`src/rtl/core/fpq8_pkg.sv`:
```
// Shared types and constants for the fixed-point ALU.
package fpq8_pkg;

	// Default format: Q24.8 in a 32-bit word
	localparam int FRAC_BITS_DEF = 8;
	localparam int WORD_BITS_DEF = 32;

	// Entries in the queue between front and back
	localparam int QUEUE_DEPTH = 2;

	typedef enum logic [3:0] {
		OP_ADD      = 4'd0,
		OP_SUB      = 4'd1,
		OP_MUL      = 4'd2,
		OP_DIV      = 4'd3,
		OP_GT       = 4'd4,
		OP_LT       = 4'd5,
		OP_GE       = 4'd6,
		OP_LE       = 4'd7,
		OP_EQ       = 4'd8,
		OP_NE       = 4'd9,
		OP_MIN      = 4'd10,
		OP_MAX      = 4'd11,
		OP_INC      = 4'd12,
		OP_DEC      = 4'd13,
		OP_TO_INT   = 4'd14,
		OP_FROM_INT = 4'd15
	} opcode_t;

	typedef enum logic [1:0] {
		ERR_OK   = 2'd0,
		ERR_OVF  = 2'd1,
		ERR_DIV0 = 2'd2
	} err_t;

	// Which back-end unit produces the result
	typedef enum logic [1:0] {
		KIND_SIMPLE = 2'd0,
		KIND_MUL    = 2'd1,
		KIND_DIV    = 2'd2
	} kind_t;

	typedef struct packed {
		kind_t kind;
		logic  neg;   // result sign for mul and div
		logic  dz;    // divisor is zero
	} ctl_t;

endpackage

```
`src/rtl/core/fpq8_front.sv`:
```
// Front end: classifies each request and prepares operand magnitudes.
module fpq8_front #(
	parameter int WORD_BITS = fpq8_pkg::WORD_BITS_DEF
) (
	input  logic [3:0]           opcode,
	input  logic [WORD_BITS-1:0] operand_a,
	input  logic [WORD_BITS-1:0] operand_b,
	output fpq8_pkg::ctl_t       ctl,
	output logic [WORD_BITS-1:0] mag_a,
	output logic [WORD_BITS-1:0] mag_b
);

	localparam int W = WORD_BITS;

	// Unit selection, sign of product or quotient, and zero divisor
	always_comb begin
		ctl.neg = operand_a[W-1] ^ operand_b[W-1];
		ctl.dz  = (operand_b == '0);
		unique case (fpq8_pkg::opcode_t'(opcode))
			fpq8_pkg::OP_MUL: ctl.kind = fpq8_pkg::KIND_MUL;
			fpq8_pkg::OP_DIV: ctl.kind = fpq8_pkg::KIND_DIV;
			default:          ctl.kind = fpq8_pkg::KIND_SIMPLE;
		endcase
	end

	// Magnitudes; the most negative word maps to 2^(W-1), which still fits
	assign mag_a = operand_a[W-1] ? (~operand_a + W'(1)) : operand_a;
	assign mag_b = operand_b[W-1] ? (~operand_b + W'(1)) : operand_b;

endmodule

```
`config.mk`:
```
export PLATFORM = sky130hd
export DESIGN_NAME = fpq8_front
export DESIGN_NICKNAME = d
export VERILOG_FILES = /design/src/rtl/core/fpq8_pkg.sv /design/src/rtl/core/fpq8_front.sv
export SDC_FILE = /design/constraint.sdc
export NUM_CORES = 1
export LEC_CHECK = 0
export ABC_AREA = 1
export BUFFER_PORTS_ARGS = -buffer_cell sky130_fd_sc_hd__buf_2
export CORE_ASPECT_RATIO = 1.5
export CORE_MARGIN = 2
export CORE_UTILIZATION = 45
export DETAILED_ROUTE_END_ITERATION = 8
export PLACE_DENSITY = 0.9
export SKIP_LAST_GASP = 1
export SYNTH_ARGS = -nofsm -noshare
export SYNTH_HDL_FRONTEND = slang
export SYNTH_SLANG_ARGS = --single-unit
```
`constraint.sdc`:
```
create_clock -name vclk -period 1.85
set_clock_uncertainty 0.1 [all_clocks]
set_input_delay 0.37 -clock vclk [all_inputs]
set_output_delay 0.37 -clock vclk [all_outputs]
set_load 0.005 [all_outputs]
```
==> summary.txt, run 1 <==
Die
  – Count of pins on the block boundary: 136
  – Initial Utilization: 0.469
  – Num rows: 30
  – Die boundary height: 87.9 um
  – Die X-Extent: 59.9 um

Synth
  – Count of distinct cell types in the synthesized netlist: 19
  – Area fraction of the dominant cell type after synthesis: 0.341
  – Cell area after synthesis: 0.00211 mm2
  – Cell count after synthesis: 462
  – Top area cells in the synthesized netlist: nand2_1 (34%), nor2_1 (17%), nand3_1 (9.0%)
  – Count of synthesis-stage warnings from yosys: 0
  – Net Count, Synth: 532
  – Average cell area after synthesis: 4.57 um2
  – Sequential fraction of the synthesis area: 0
  – Leading area contributor after synthesis: nand2_1

Run status
  – Status: aborted with a tool error
  – Error Message: [ERROR GRT-0232] Routing congestion too high. Check the congestion heatmap in the GUI.
  – Failed at: global routing

Placed design
  – Routability congestion estimate: 1.03
  – Quantity of I/O buffers inserted on ports: 136
  – Post-DP HPWL: 6890 um
  – Setup slack after placement: -237 ps

Timing
  – Worst endpoint, post-GRT repair: mag_b[26]
  – Worst-path endpoint category: primary output

GRT
  – Total congestion overflow: 29
  – Total Routing Usage GR: 0.634
  – Maximum number of pins on one net before global-route repair: 34
[cell families after synthesis]
group / Yosys count / share of synthesized area
buffers and inverters: 55 / 0.107
xor gates and xnor gates: 31 / 0.129
AOI/OAI and AO/OA: 10 / 0.0237
adders and majority gates: 2 / 0.0118
and+or+nand+nor: 364 / 0.729
[routing by layer]
| metal | overflow | GRT usage |
|---|---|---|
| met5 | 0 | 0 |
| met4 | 13 | 0.723 |
| met3 | 2 | 0.422 |
| met2 | 14 | 0.904 |
| met1 | 0 | 0.536 |
[stage by stage]
step | area [um2] | cells
after global placement | 3010 | 664
after detailed placement | 3010 | 664
after floorplan | 2110 | 462
after CTS | 3240 | 670
[synth_stat cells (all sizes together)]
| master | instances |
|---|---|
| buf | 8 |
| clkbuf | 1 |
| ha | 2 |
| inv | 46 |
| nand2 | 200 |
| nand3 | 38 |
| nand3b | 4 |
| nand4 | 2 |
| nor2 | 115 |
| nor3 | 3 |
| nor3b | 1 |
| o21ai | 10 |
| or2 | 1 |
| xnor2 | 20 |
| xor2 | 11 |
[repair_timing]
item                                    in CTS
resized for setup                           55
setup buffers                                6
endpoints found under the setup margin      44
hold buffers                                 0
pin swaps                                   34
==> run 2: changes to the inputs <==
--- a/config.mk
+++ b/config.mk
@@ -7,11 +7,10 @@
 export LEC_CHECK = 0
 export ABC_AREA = 1
 export BUFFER_PORTS_ARGS = -buffer_cell sky130_fd_sc_hd__buf_2
-export CORE_ASPECT_RATIO = 1.5
 export CORE_MARGIN = 2
-export CORE_UTILIZATION = 45
+export CORE_UTILIZATION = 40
 export DETAILED_ROUTE_END_ITERATION = 8
-export PLACE_DENSITY = 0.9
+export PLACE_DENSITY_LB_ADDON = 0.15
 export SKIP_LAST_GASP = 1
 export SYNTH_ARGS = -nofsm -noshare
 export SYNTH_HDL_FRONTEND = slang
==> summary.txt, run 2 <==
Run status
  – Status: finished with violations
  – Violations in the final reports: negative setup slack

Worst setup path
  – Data required time of the critical path: 1380 ps
  – Kind of cell adding the most delay to the critical path: simple AND/OR/NAND/NOR gates
  – Crit path cell chain: buf_8 -> inv_6 -> ha_4 -> nand2_4 -> nor2_4 -> nor2_4 -> nor2_4 -> nand2_1 -> nand2_1 -> nand2_1 -> buf_2
  – Worst endpoint data arrival time: 1420 ps
  – Classification of the worst setup path: primary input to output port
  – Nature of the critical path endpoint: output port
  – Max stage delay cell, worst path: nor2_4
  – Maximum fanout along the worst path: 5
  – Worst path bufs/invs: 3
  – Maximum single-stage delay on the critical path: 160 ps
  – Crit path launch type: primary input

Timing
  – Summed negative setup slack over all endpoints: -205 ps
  – Final worst path period need: 1890 ps
  – Slew Viols, Final: 0
  – Count of final setup violators: 14
  – Max-Slew Margin vs Limit: 0.802
  – Share of the clock period used by the worst path after layout: 1.02
  – Number of endpoints with negative hold slack in the final report: 0
  – Achievable Freq: 529 MHz
  – Slack of the critical path: -41.0 ps
  – Unrepaired setup endpoints after global routing: true
  – Hold WS: 820 ps
  – Actual transition at the worst max-transition pin: 294 ps

Drt
  – Remaining routing DRC violations: 0
  – Post-detailed-routing wire length: 8720 um
  – Vias per cell: 4.85
  – Detailed-route wire length per cell: 12.5 um
  – Drt first pass iters: 4
  – Remaining antenna violation count: 0
  – Starting DRT DRC Count: 185
  – Total number of vias: 3372

Final layout
  – Register cell area after layout: 0 um2
  – Multi-input logic area: 0.00237 mm2
  – Final sequential cell count: 0
  – Most common cell after layout, fill and taps aside: nand2_1
  – Number of clock-tree buffers in the layout: 0
  – Count of nets after finishing: 697
  – Count of fill cells added during filler insertion: 465
  – P&R area growth vs syn: 79.6%
  – Highest-count cells in the layout ignoring fill and taps: nand2_1 (160), buf_2 (113), nor2_1 (43)
  – Number of standard cells in the layout, taps in and fillers out: 695
  – Antenna Diode Count: 0
  – Ratio of cells with drive above 1 in the final layout: 0.482

Die
  – CORE AREA: 0.00511 mm2
  – Die Footprint: 0.00588 mm2
  – Initial Utilization: 0.414 (-0.0554)
  – Num rows: 26 (-13%)
  – Die X-Extent: 76.7 um (+28%)
  – Count of pins on the block boundary: 136 (unchanged)
  – Die boundary height: 76.7 um (-13%)

Clock network
  – Quantity of hold-fixing buffers added after cts: 0 (unchanged)

Min path
  – Hold Path Origin: operand_b[0]
  – Worst Hold Path EP: mag_b[0]
  – Cell count of the worst hold path: 2
  – Class of the tightest hold or removal check: primary input to output port

Synth
  – Net Count, Synth: 532 (unchanged)
  – Leading area contributor after synthesis: nand2_1
  – Most common cell in the netlist: nand2_1
  – Multiplexer area fraction after synthesis: 0 (unchanged)
  – Adder-cell area share of the yosys netlist: 0.0118 (unchanged)
  – Area fraction of the dominant cell type after synthesis: 0.341 (unchanged)
  – Count of synthesis-stage warnings from yosys: 0 (unchanged)
  – Average cell area after synthesis: 4.57 um2 (unchanged)
  – Top area cells in the synthesized netlist: nand2_1 (34%), nor2_1 (17%), nand3_1 (9.0%)
  – Cell area after synthesis: 0.00211 mm2 (unchanged)
  – Most frequent cells after synthesis: nand2_1 (192), nor2_1 (97), inv_1 (46)
  – Post-synthesis simple-gate area fraction: 0.729 (unchanged)
  – Count of distinct cell types in the synthesized netlist: 19 (unchanged)
  – Xor-xnor portion of the synthesized cell area: 0.129 (unchanged)
  – Sequential fraction of the synthesis area: 0 (unchanged)
  – Area fraction in compound gates after synthesis: 0.0237 (unchanged)
  – Cell count after synthesis: 462 (unchanged)
  – Combinational family with the most area after synthesis: simple AND/OR/NAND/NOR gates

Pwr
  – Leakage power: 1.91 nW
  – Power per cell area: 218 mW/mm2
  – IR Drop Worst-Case VDD: 0.170 mV

Placed design
  – Quantity of I/O buffers inserted on ports: 136 (unchanged)
  – DP Cell Count: 685 (+3.2%)
  – Post-DP HPWL: 6260 um (-9.1%)
  – Routability congestion estimate: 0.927 (-10%)

GRT
  – Number of antenna violations at the first check in global routing: 0
  – Wire length of the first global-routing pass: 13200 um
  – Total Routing Usage GR: 0.259
  – Total congestion overflow: 0
  – Vias in the first global route: 2962
  – Maximum number of pins on one net before global-route repair: 32

Run
  – Count of max-cap constraint violations: 0
-- run 2: worst max path at each step --
stage               slack, ps  cells past startpoint   endpoint     startpoint
finish                    -40                     11  mag_b[26]   operand_b[1]
global route             -110                      8  mag_a[25]  operand_a[31]
global placement         -120                     11  mag_a[24]   operand_a[0]
detailed placement       -140                     11  mag_b[18]   operand_b[0]
CTS                       -20                     10  mag_b[17]   operand_b[5]
floorplan                 180                      9  mag_b[18]   operand_b[0]
-- run 2: area by class of cell --
cell class / instances / area share
multi-input combinational: 407 / 0.625
tap: 70 / 0.0231
timing repair buffer: 172 / 0.301
inverter: 46 / 0.0511
-- run 2: layer usage --
metal  wire length (um)  global-route usage  up-vias
li1                   -                   -     1742
met1               3690               0.359     1506
met2               4410               0.450      118
met3                585              0.0353        6
met4                 31             0.00727        0
met5                  0                   0        -
-- run 2: timing repair --
action / 4_1_cts / 5_1_grt
resized for setup: 68 / 138
pin swaps: 30 / 48
setup endpoints to repair: 45 / 49
buffers inserted: 4 / 6
-- run 2: kinds of logic after synthesis --
logic type | after synthesis
adder cells (fa/ha/maj) | 2
XOR/XNOR | 31
buffers and inverters | 55
AND/OR/NAND/NOR | 364
AO/OA/AOI/OAI | 10
-- run 2: stage by stage --
stage	util	total power, mW	instance area (um2)	worst slack (ps)
2_1_floorplan	-	0.326	2110	182
3_3_place_gp	0.597	0.642	3050	-122
3_5_place_dp	0.597	0.650	3050	-135
4_1_cts	0.649	0.711	3320	-23.2
5_1_grt	0.743	0.904	3790	-111
6_report	0.743	0.827	3790	-41.0
-- run 2: power by group --
part / switching (mW) / internal, mW
sequential: 0 / 0
clock: 0 / 0
combinational: 0.441 / 0.387
(Power assumes the default switching activity.)
