--- src/rtl/core/fpq8_pkg.sv ---
// Shared types and constants for the fixed-point ALU.
package fpq8_pkg;

	// Default format: Q24.8 in a 32-bit word
	localparam int FRAC_BITS_DEF = 8;
	localparam int WORD_BITS_DEF = 32;

	// Entries in the queue between front and back
	localparam int QUEUE_DEPTH = 2;

	typedef enum logic [3:0] {
		OP_ADD      = 4'd0,
		OP_SUB      = 4'd1,
		OP_MUL      = 4'd2,
		OP_DIV      = 4'd3,
		OP_GT       = 4'd4,
		OP_LT       = 4'd5,
		OP_GE       = 4'd6,
		OP_LE       = 4'd7,
		OP_EQ       = 4'd8,
		OP_NE       = 4'd9,
		OP_MIN      = 4'd10,
		OP_MAX      = 4'd11,
		OP_INC      = 4'd12,
		OP_DEC      = 4'd13,
		OP_TO_INT   = 4'd14,
		OP_FROM_INT = 4'd15
	} opcode_t;

	typedef enum logic [1:0] {
		ERR_OK   = 2'd0,
		ERR_OVF  = 2'd1,
		ERR_DIV0 = 2'd2
	} err_t;

	// Which back-end unit produces the result
	typedef enum logic [1:0] {
		KIND_SIMPLE = 2'd0,
		KIND_MUL    = 2'd1,
		KIND_DIV    = 2'd2
	} kind_t;

	typedef struct packed {
		kind_t kind;
		logic  neg;   // result sign for mul and div
		logic  dz;    // divisor is zero
	} ctl_t;

endpackage

--- src/rtl/core/fpq8_queue.sv ---
// Small request queue that decouples the front end from the back end.
module fpq8_queue #(
	parameter int DATA_W = 8,
	parameter int DEPTH  = fpq8_pkg::QUEUE_DEPTH
) (
	input  logic              clk,
	input  logic              arst_n,
	input  logic              push,
	input  logic [DATA_W-1:0] push_data,
	output logic              full,
	input  logic              pop,
	output logic              empty,
	output logic [DATA_W-1:0] head
);

	localparam int PTR_W = (DEPTH > 1) ? $clog2(DEPTH) : 1;
	localparam int CNT_W = $clog2(DEPTH + 1);

	logic [DATA_W-1:0] mem_q [DEPTH];
	logic [PTR_W-1:0]  wr_ptr_q;
	logic [PTR_W-1:0]  rd_ptr_q;
	logic [CNT_W-1:0]  cnt_q;

	assign full  = (cnt_q == CNT_W'(DEPTH));
	assign empty = (cnt_q == '0);
	assign head  = mem_q[rd_ptr_q];

	// Pointers and fill count
	always_ff @(posedge clk or negedge arst_n) begin
		if (!arst_n) begin
			wr_ptr_q <= '0;
			rd_ptr_q <= '0;
			cnt_q    <= '0;
		end else begin
			if (push) begin
				wr_ptr_q <= (wr_ptr_q == PTR_W'(DEPTH - 1)) ? '0 : wr_ptr_q + PTR_W'(1);
			end
			if (pop) begin
				rd_ptr_q <= (rd_ptr_q == PTR_W'(DEPTH - 1)) ? '0 : rd_ptr_q + PTR_W'(1);
			end
			if (push && !pop) begin
				cnt_q <= cnt_q + CNT_W'(1);
			end else if (pop && !push) begin
				cnt_q <= cnt_q - CNT_W'(1);
			end
		end
	end

	// Storage
	always_ff @(posedge clk) begin
		if (push) begin
			mem_q[wr_ptr_q] <= push_data;
		end
	end

endmodule

--- config.mk ---
export PLATFORM = sky130hd
export DESIGN_NAME = fpq8_queue
export DESIGN_NICKNAME = d
export VERILOG_FILES = /design/src/rtl/core/fpq8_pkg.sv /design/src/rtl/core/fpq8_queue.sv
export SDC_FILE = /design/constraint.sdc
export NUM_CORES = 1
export LEC_CHECK = 0
export ABC_CLOCK_PERIOD_IN_PS = 1300
export CAP_MARGIN = 20
export CORE_MARGIN = 2
export CORE_UTILIZATION = 50
export CTS_CLUSTER_SIZE = 16
export DETAILED_ROUTE_END_ITERATION = 10
export DONT_BUFFER_PORTS = 1
export GPL_TIMING_DRIVEN = 0
export PLACE_DENSITY = 0.63
export SLEW_MARGIN = 20
export SYNTH_ARGS = -nofsm -noshare
export SYNTH_HDL_FRONTEND = slang
export SYNTH_SLANG_ARGS = --single-unit
export TNS_END_PERCENT = 50
--- constraint.sdc ---
create_clock -name clk -period 1.3 [get_ports clk]
set_input_delay 0.195 -clock clk [delete_from_list [all_inputs] [get_ports clk]]
set_output_delay 0.195 -clock clk [all_outputs]
set_load 0.02 [all_outputs]
==> flow_summary.toml, run 1 <==
[status]
status = "complete, but fails checks"
violations = "setup timing"

[floorplanning]
row_count = 14
die_area_sq_um = 1871
start_util_pct = 52.38
die_h_um = 43.26
core_sq_um = 1471
design.portCount = 22
dieWidth_um = 43.26

[setup_path]
start_kind = "register"
crit_path_end_kind = "output port"
critPathSlowestCell = "dfrtp_1"
cp_slowest_stage_delay_ns = 0.39
crit_arrival_ns = 1.16
crit_type = "reg -> out"
crit_family = "flip-flops"
crit_buf_inv = 1
cp.required_ns = 1.11
crit_path_start = "rd_ptr_q"
r2r-start = "wr_ptr_q"
cp_cell_sequence = "buf_6, mux2_4"
r2r_slack_ns = 0.16
crit_path_max_fanout = 9

[placed_design]
dp_slack_ns = -0.05425
io_buffers = 0
place_inst = 57
place_hpwl_um = 767
post_dp_cell_area_sq_um = 790.8
gp_congestion = 0.6250

[logic_synthesis]
synth_area_leaders = "edfxtp_1 62%, dfrtp_1 13%, mux2_2 12%, xor2_1 4.5%, ha_1 1.6%"
async_flop_share_pct = 20.00
netlist_top_cells_count = "16 x edfxtp_1, 8 x mux2_2, 4 x dfrtp_1, 4 x xor2_1, 2 x nor2_1"
syn_avg_cell_area_sq_um = 18.80
synthDistinctLibCells = 12
ys.flop_type = "edfxtp_1"
synth_nets = 54
ys_ff_latch = 20
yosysMostFrequentCell = "edfxtp_1"
synth-edff-count = 16
synth_top_cell_by_area = "edfxtp_1"
synth-warning-count = 0
syn_area_sq_um = 770.7
synth_top_area_share_pct = 62.34
ys_seq_area_share_pct = 75.32
synthCells = 41

[layout]
stdcell_count = 73
final_area_sq_um = 967.2
fin_nets = 71
fill_cells = 110
antennaDiodeCount = 0
final_util_pct = 65.73
drive_gt1_share_pct = 26.32
area.growth.synth_to_final_pct = 25.49

[detailed_routing]
drc = 0
first_pass_iters = 1
final_antenna_net_count = 0
drtIter0Drc = 0
via_per_inst = 5.041
route.detailed.wl_per_inst_um = 16.16
num_vias = 368
routed_wl_mm = 1.180

[global_route]
globalRouteOverflowTotal = 0
first_global_vias = 403
grt_max_degree = 12
grt_first_pass_wirelength_mm = 1.959
antenna_found_initial = 0
grt_util_all_layers_pct = 15.59

[power_and_ir_drop]
power.leakage_nw = 0.3832
p_sw_share_pct = 32.86
ir_drop_mv = 1.331
clockPowerShare_pct = 14.6
p_switching_uw = 645.2
seqPwrFrac_pct = 48.5
cellPowerDensity_nw_per_um2 = 2030
comb_power_share_pct = 36.9
p_int_mw = 1.318

[timing]
slew_headroom_pct = 71.45
fmax_mhz = 735.4
grt_setup_unrepaired = "yes"
slew_viol_final = 0
finClkSkew_ns = 0.006194
finalSetupViolations = 8
layout_min_cycle_time_ns = 1.360
worst_pin_slew_ns = 0.4263
final_hold_viol_count = 0
period_share_pct = 104.6
worst_slack_ns = -0.05988

[clock_tree]
cts_tree = "yes"
cts_root_buf = "clkbuf_4"
clockBufferDepth = 2
h-tree-depth = 1
clock_latency_ns = 0.29
cts_sinks = 20
clkTransAtPathRegs_ns = 0.09
cts_made_buffers = 3

[job]
drv_cap = 0

[min_path]
min_path_type = "in -> async"
final cells by class:
cell class / count / area (sq um) / area share [%]
plain buffers: 1 / 11.26 / 1.164
clock buffers: 4 / 26.28 / 2.717
inverters: 1 / 3.754 / 0.3881
multi-input cells: 19 / 207.7 / 21.47
flip-flops and latches: 20 / 580.6 / 60.03
well taps: 16 / 20.02 / 2.070
repair buffers: 12 / 117.6 / 12.16
per-stage QoR:
stage               total power [mW]  setup TNS (ns)  hold WS (ns)
floorplan                      1.468               0       -0.1006
global placement               1.528        -0.05931       -0.1005
detailed placement             1.551         -0.4322       -0.1005
CTS                            1.984         -0.5022        0.1554
global route                   2.078         -0.9304        0.1619
finish                         1.964         -0.4636        0.1561
layer usage:
metal | track usage [%] | routed length [um] | vias to the layer above
li1 | - | - | 180
met1 | 18.26 | 450 | 177
met2 | 25.37 | 672 | 11
met3 | 5.532 | 58 | 0
met4 | 7.273 | 0 | 0
met5 | 0 | 0 | -
power by group through the flow:
stage | clock (mW) | combinational [mW] | sequential [mW]
global route | 0.329 | 0.774 | 0.975
detailed placement | 0 | 0.592 | 0.959
CTS | 0.297 | 0.737 | 0.949
floorplan | 0 | 0.527 | 0.941
global placement | 0 | 0.579 | 0.949
finish | 0.286 | 0.725 | 0.953
flip-flops by register name, indices dropped and copies added (netlist names):
| register | count |
|---|---|
| cnt_q | 2 |
| mem_q | 16 |
| wr_ptr_q | 1 |
| rd_ptr_q | 1 |
cell families after synthesis:
family | share of synthesized area (%)
multiplexers | 11.69
XOR/XNOR | 5.682
adder cells (fa/ha/maj) | 1.623
buffers and inverters | 1.947
AND/OR/NAND/NOR | 3.735
flip-flops | 75.33
final timing paths:
check,to,depth (start not counted)
worst max-delay path,head[6],2
worst min-delay path,cnt_q[1],1
worst min register to register,cnt_q[1],1
max in group asynchronous,rd_ptr_q,1
worst max register to register,mem_q[0][0],1
min in group clk,cnt_q[0],2
layout by cell type, fill, tap and decap left out, types with 2 or more instances in the layout:
cell	n
mux2_4	8
nor2_1	2
xor2_1	4
clkbuf_4	3
edfxtp_1	16
dlygate4sd3_1	11
dfrtp_1	4
timing repair:
| action | in CTS | in global routing |
|---|---|---|
| buffers inserted | 1 | 0 |
| endpoints found under the hold margin | 22 | 0 |
| hold buffers | 11 | 0 |
| endpoints found under the setup margin | 16 | 8 |
| gates resized for setup | 9 | 0 |
Note: power is estimated with default switching activity, not from simulation.
==> run 2, diff against run 1 <==
--- a/config.mk
+++ b/config.mk
@@ -7,6 +7,7 @@
 export LEC_CHECK = 0
 export ABC_CLOCK_PERIOD_IN_PS = 1300
 export CAP_MARGIN = 20
+export CORE_ASPECT_RATIO = 1.1
 export CORE_MARGIN = 2
 export CORE_UTILIZATION = 50
 export CTS_CLUSTER_SIZE = 16
@@ -18,4 +19,4 @@
 export SYNTH_ARGS = -nofsm -noshare
 export SYNTH_HDL_FRONTEND = slang
 export SYNTH_SLANG_ARGS = --single-unit
-export TNS_END_PERCENT = 50
+export TNS_END_PERCENT = 20
==> flow_summary.toml, run 2 (synthesis gave the netlist of run 1 again) <==
[status]
status = "complete, but fails checks"
violations = "setup timing"

[timing]
layout_min_cycle_time_ns = 1.349
period_share_pct = 103.8
fmax_mhz = 741.3
finClkSkew_ns = 0.003999
grt_setup_unrepaired = "yes"
finalSetupViolations = 8
slew_headroom_pct = 70.75
final_hold_viol_count = 0
worst_slack_ns = -0.04897
slew_viol_final = 0
worst_pin_slew_ns = 0.4368

[setup_path]
crit_path_end_kind = "output port"
start_kind = "register"
r2r_slack_ns = 0.15
r2r-end = "mem_q[0][4]"
crit_cells = 2
cp_slowest_stage_delay_ns = 0.38
crit_path_max_fanout = 9
crit_arrival_ns = 1.15
reg2reg_depth = 1
critPathSlowestCell = "dfrtp_1"
cp_cell_sequence = "buf_6, mux2_4"
r2r-start = "wr_ptr_q"
cp.required_ns = 1.11
setup.worst_path.end = "head[0]"
crit_type = "reg -> out"
crit_family = "flip-flops"
crit_buf_inv = 1
crit_path_start = "rd_ptr_q"

[global_route]
grt_max_degree = 12
first_global_vias = 380
globalRouteOverflowTotal = 0
grt_util_all_layers_pct = 12.41
grt_first_pass_wirelength_mm = 1.607
antenna_found_initial = 0

[clock_tree]
clockBufferDepth = 2
cts_sinks = 20
cts_root_buf = "clkbuf_4"
cts_made_buffers = 3
clock_latency_ns = 0.28
cts_tree = "yes"
h-tree-depth = 1
clkTransAtPathRegs_ns = 0.09

[floorplanning]
die_h_um = 45.18
core_sq_um = 1401
row_count = 14
die_area_sq_um = 1872
dieWidth_um = 41.44
start_util_pct = 55.00
design.portCount = 22

[power_and_ir_drop]
seqPwrFrac_pct = 48.9
p_sw_share_pct = 32.71
ir_drop_mv = 1.229
comb_power_share_pct = 37.1
p_switching_uw = 636.8
power_mw = 1.947
cellPowerDensity_nw_per_um2 = 2013
p_int_mw = 1.310
clockPowerShare_pct = 14.0
power.leakage_nw = 0.3836

[detailed_routing]
via_per_inst = 5.082
drtIter0Drc = 1
num_vias = 371
drc = 0
first_pass_iters = 4
route.detailed.wl_per_inst_um = 14.14
routed_wl_mm = 1.032
final_antenna_net_count = 0

[layout]
largest_reg_flops = 16
stdcell_count = 73
drive_gt1_share_pct = 26.32
antennaDiodeCount = 0
final_area_sq_um = 967.2
fill_cells = 99
regMostFlops = "mem_q"
fin_nets = 71
area.growth.synth_to_final_pct = 25.49
final_util_pct = 69.02
final_common_cell = "edfxtp_1"
reg.largest.list = "mem_q: 16 flops, cnt_q: 2 flops"
final_cell_mix = "16 x edfxtp_1, 11 x dlygate4sd3_1, 8 x mux2_4"

[placed_design]
place_hpwl_um = 743.4
gp_congestion = 0.5985
post_dp_cell_area_sq_um = 790.8
io_buffers = 0
place_inst = 57

[min_path]
min_path_type = "in -> reg"

[job]
drv_cap = 0
-- run 2: area by class of cell --
class                      count  area (sq um)  share of cell area, %
clock buffer                   3         22.52                  2.329
clock inverter                 1         3.754                 0.3881
multi-input combinational     19         207.7                  21.47
tap                           16         20.02                  2.070
inverter                       1         3.754                 0.3881
sequential                    20         580.6                  60.03
buffer                         1         11.26                  1.164
timing repair buffer          12         117.6                  12.16
-- run 2: per-stage QoR --
stage	hold WS [ns]	TNS [ns]	worst slack [ns]
global placement	-0.1005	-0.06055	-0.007699
CTS	0.1390	-0.5138	-0.06665
floorplan	-0.1006	0	0.1383
finish	0.1468	-0.3735	-0.04897
global route	0.1456	-0.7538	-0.09876
detailed placement	-0.1005	-0.3906	-0.04910
-- run 2: timing repair --
| action | 4_1_cts | 5_1_grt |
|---|---|---|
| hold buffers | 11 | 0 |
| buffers inserted | 1 | 0 |
| endpoints found under the setup margin | 16 | 8 |
| pin swaps | 0 | 0 |
| hold endpoints to repair | 22 | 0 |
| gates resized for setup | 9 | 0 |
| gates cloned | 0 | 0 |
-- run 2: power groups by stage --
stage	clock, mW	combinational, mW	sequential (mW)
after global placement	0	0.579	0.949
after CTS	0.283	0.733	0.953
after global routing	0.314	0.771	0.967
after detailed placement	0	0.590	0.962
final	0.272	0.723	0.953
after floorplan	0	0.527	0.941
-- run 2: layer usage --
metal | vias up | global-route usage [%] | share of wire [%] | routed length [um]
met2 | 13 | 20.94 | 58 | 596
met5 | - | 0 | 0 | 0
met1 | 177 | 14.13 | 36 | 371
met4 | 0 | 7.742 | 0 | 0
met3 | 0 | 3.600 | 6.2 | 64
li1 | 181 | - | - | -
-- run 2: how the worst min path moves through the flow --
stage | startpoint | endpoint | slack (ns) | depth (start not counted)
after global routing | push | cnt_q[0] | 0.15 | 2
after CTS | push | cnt_q[0] | 0.14 | 2
after detailed placement | arst_n | cnt_q[0] | -0.10 | 0
after global placement | arst_n | cnt_q[1] | -0.10 | 0
after floorplan | arst_n | cnt_q[0] | -0.10 | 0
final | push | cnt_q[0] | 0.15 | 2
==> run 3, diff against run 2 <==
--- a/config.mk
+++ b/config.mk
@@ -5,7 +5,7 @@
 export SDC_FILE = /design/constraint.sdc
 export NUM_CORES = 1
 export LEC_CHECK = 0
-export ABC_CLOCK_PERIOD_IN_PS = 1300
+export ABC_CLOCK_PERIOD_IN_PS = 1420
 export CAP_MARGIN = 20
 export CORE_ASPECT_RATIO = 1.1
 export CORE_MARGIN = 2
@@ -15,6 +15,7 @@
 export DONT_BUFFER_PORTS = 1
 export GPL_TIMING_DRIVEN = 0
 export PLACE_DENSITY = 0.63
+export SKIP_LAST_GASP = 1
 export SLEW_MARGIN = 20
 export SYNTH_ARGS = -nofsm -noshare
 export SYNTH_HDL_FRONTEND = slang
==> constraint.sdc (replaced) <==
create_clock -name clk -period 1.42 [get_ports clk]
set_input_delay 0.213 -clock clk [delete_from_list [all_inputs] [get_ports clk]]
set_output_delay 0.213 -clock clk [all_outputs]
set_load 0.02 [all_outputs]
==> flow_summary.toml, run 3 (synthesis gave the netlist of run 1 again) <==
[detailed_routing]
first_pass_iters = 4
via_per_inst = 5.056
route.detailed.wl_per_inst_um = 13.90
num_vias = 364
final_antenna_net_count = 0
drc = 0
routed_wl_mm = 1.001
drtIter0Drc = 4

[min_path]
hp-start = "push"
hold_end = "cnt_q[0]"
whs_path_depth = 2
min_path_type = "in -> reg"

[power_and_ir_drop]
seqPwrFrac_pct = 51.7
comb_power_share_pct = 33.5
power_mw = 1.677
cellPowerDensity_nw_per_um2 = 1809
ir_drop_mv = 0.9031
clockPowerShare_pct = 14.8
power.leakage_nw = 0.3434
p_sw_share_pct = 33.20
p_int_mw = 1.120
p_switching_uw = 556.9

[setup_path]
crit_path_end_kind = "output port"
cp_slowest_stage_delay_ns = 0.40
crit_type = "reg -> out"
crit_arrival_ns = 1.18
reg2reg_depth = 1
crit_path_max_fanout = 9
crit_buf_inv = 1
cp.required_ns = 1.21
crit_family = "multiplexers"
r2r_slack_ns = 0.07
r2r-end = "mem_q[0][6]"
cp_cell_sequence = "buf_6, mux2_2"
start_kind = "register"
critPathSlowestCell = "mux2_2"
r2r-start = "wr_ptr_q"

[placed_design]
post_dp_cell_area_sq_um = 790.8
place_hpwl_um = 743.4
io_buffers = 0
gp_congestion = 0.5985
dp_slack_ns = 0.07090

[layout]
largest_reg_flops = 16
fill_cells = 107
final_common_cell = "edfxtp_1"
regMostFlops = "mem_q"
final_area_sq_um = 927.1
fin_nets = 70
antennaDiodeCount = 0
final_cell_mix = "16 x edfxtp_1, 11 x dlygate4sd3_1, 8 x mux2_2"
final_util_pct = 66.16
area.growth.synth_to_final_pct = 20.29
drive_gt1_share_pct = 23.21
reg.largest.list = "mem_q: 16 flops, cnt_q: 2 flops"

[global_route]
antenna_found_initial = 0
grt_util_all_layers_pct = 11.45
grt_first_pass_wirelength_mm = 1.490
globalRouteOverflowTotal = 0
grt_max_degree = 12
first_global_vias = 354

[clock_tree]
cts_made_buffers = 3
cts_resized = 0
cts_root_buf = "clkbuf_4"
clockBufferDepth = 2
cts_sinks = 20
h-tree-depth = 1
clkTransAtPathRegs_ns = 0.10
cts_setup_buffers = 0
cts_tree = "yes"
clock_latency_ns = 0.28

[status]
status = "complete, no violations"

[floorplanning]
die_h_um = 45.18
design.portCount = 22
dieWidth_um = 41.44
die_area_sq_um = 1872
row_count = 14
start_util_pct = 55.00
core_sq_um = 1401

[timing]
period_share_pct = 98.32
grt_setup_unrepaired = "yes"
fmax_mhz = 716.3
whs_ns = 0.1612
slew_viol_final = 0
final_hold_viol_count = 0
finalSetupViolations = 0
worst_pin_slew_ns = 0.7163
layout_min_cycle_time_ns = 1.396
finClkSkew_ns = 0.001711
worst_slack_ns = 0.02388
slew_headroom_pct = 52.15

[job]
drv_cap = 0
-- run 3: cell types whose count changed in the layout (fill, tap and decap cells not counted), sizes merged --
cell,change
buf,-1
-- run 3: what timing repair did --
item                                    in CTS  in global routing
endpoints found under the setup margin       0                 16
hold buffers                                 2                  9
hold endpoints to repair                     5                 17
-- run 3: worst max path at each step --
stage / from / endpoint / slack (ns) / cells after the start
global placement: wr_ptr_q / mem_q[0][2] / 0.11 / 1
detailed placement: wr_ptr_q / mem_q[0][7] / 0.07 / 1
floorplan: wr_ptr_q / mem_q[0][0] / 0.26 / 1
finish: rd_ptr_q / head[4] / 0.02 / 2
global route: rd_ptr_q / head[1] / -0.03 / 2
CTS: rd_ptr_q / head[0] / 0.007 / 2
-- run 3: routing by layer --
layer | track usage, % | routed length, um | up-vias
met3 | 4.800 | 67 | 0
li1 | - | - | 176
met1 | 12.53 | 398 | 174
met4 | 7.742 | 0 | 0
met5 | 0 | 0 | -
met2 | 18.44 | 535 | 14
-- run 3: final cells by class --
type	count	area, sq um	area share, %
Buffer	1	11.26	1.215
Clock buffer	3	22.52	2.429
Sequential cell	20	580.6	62.62
Inverter	1	3.754	0.4049
Clock inverter	1	3.754	0.4049
Timing Repair Buffer	11	110.1	11.88
Tap cell	16	20.02	2.159
Multi-Input combinational cell	19	175.2	18.89
-- run 3: per-stage QoR --
step,setup TNS [ns],std cells
final,0,72
after global routing,-0.2462,72
after CTS,0,63
after detailed placement,0,57
after global placement,0,57
after floorplan,0,41
-- run 3: power by group through the flow --
stage / sequential, mW / combinational, mW / clock [mW]
after CTS: 0.868 / 0.549 / 0.259
after global placement: 0.869 / 0.530 / 0
after detailed placement: 0.881 / 0.540 / 0
final: 0.866 / 0.562 / 0.249
after global routing: 0.883 / 0.605 / 0.285
after floorplan: 0.861 / 0.482 / 0
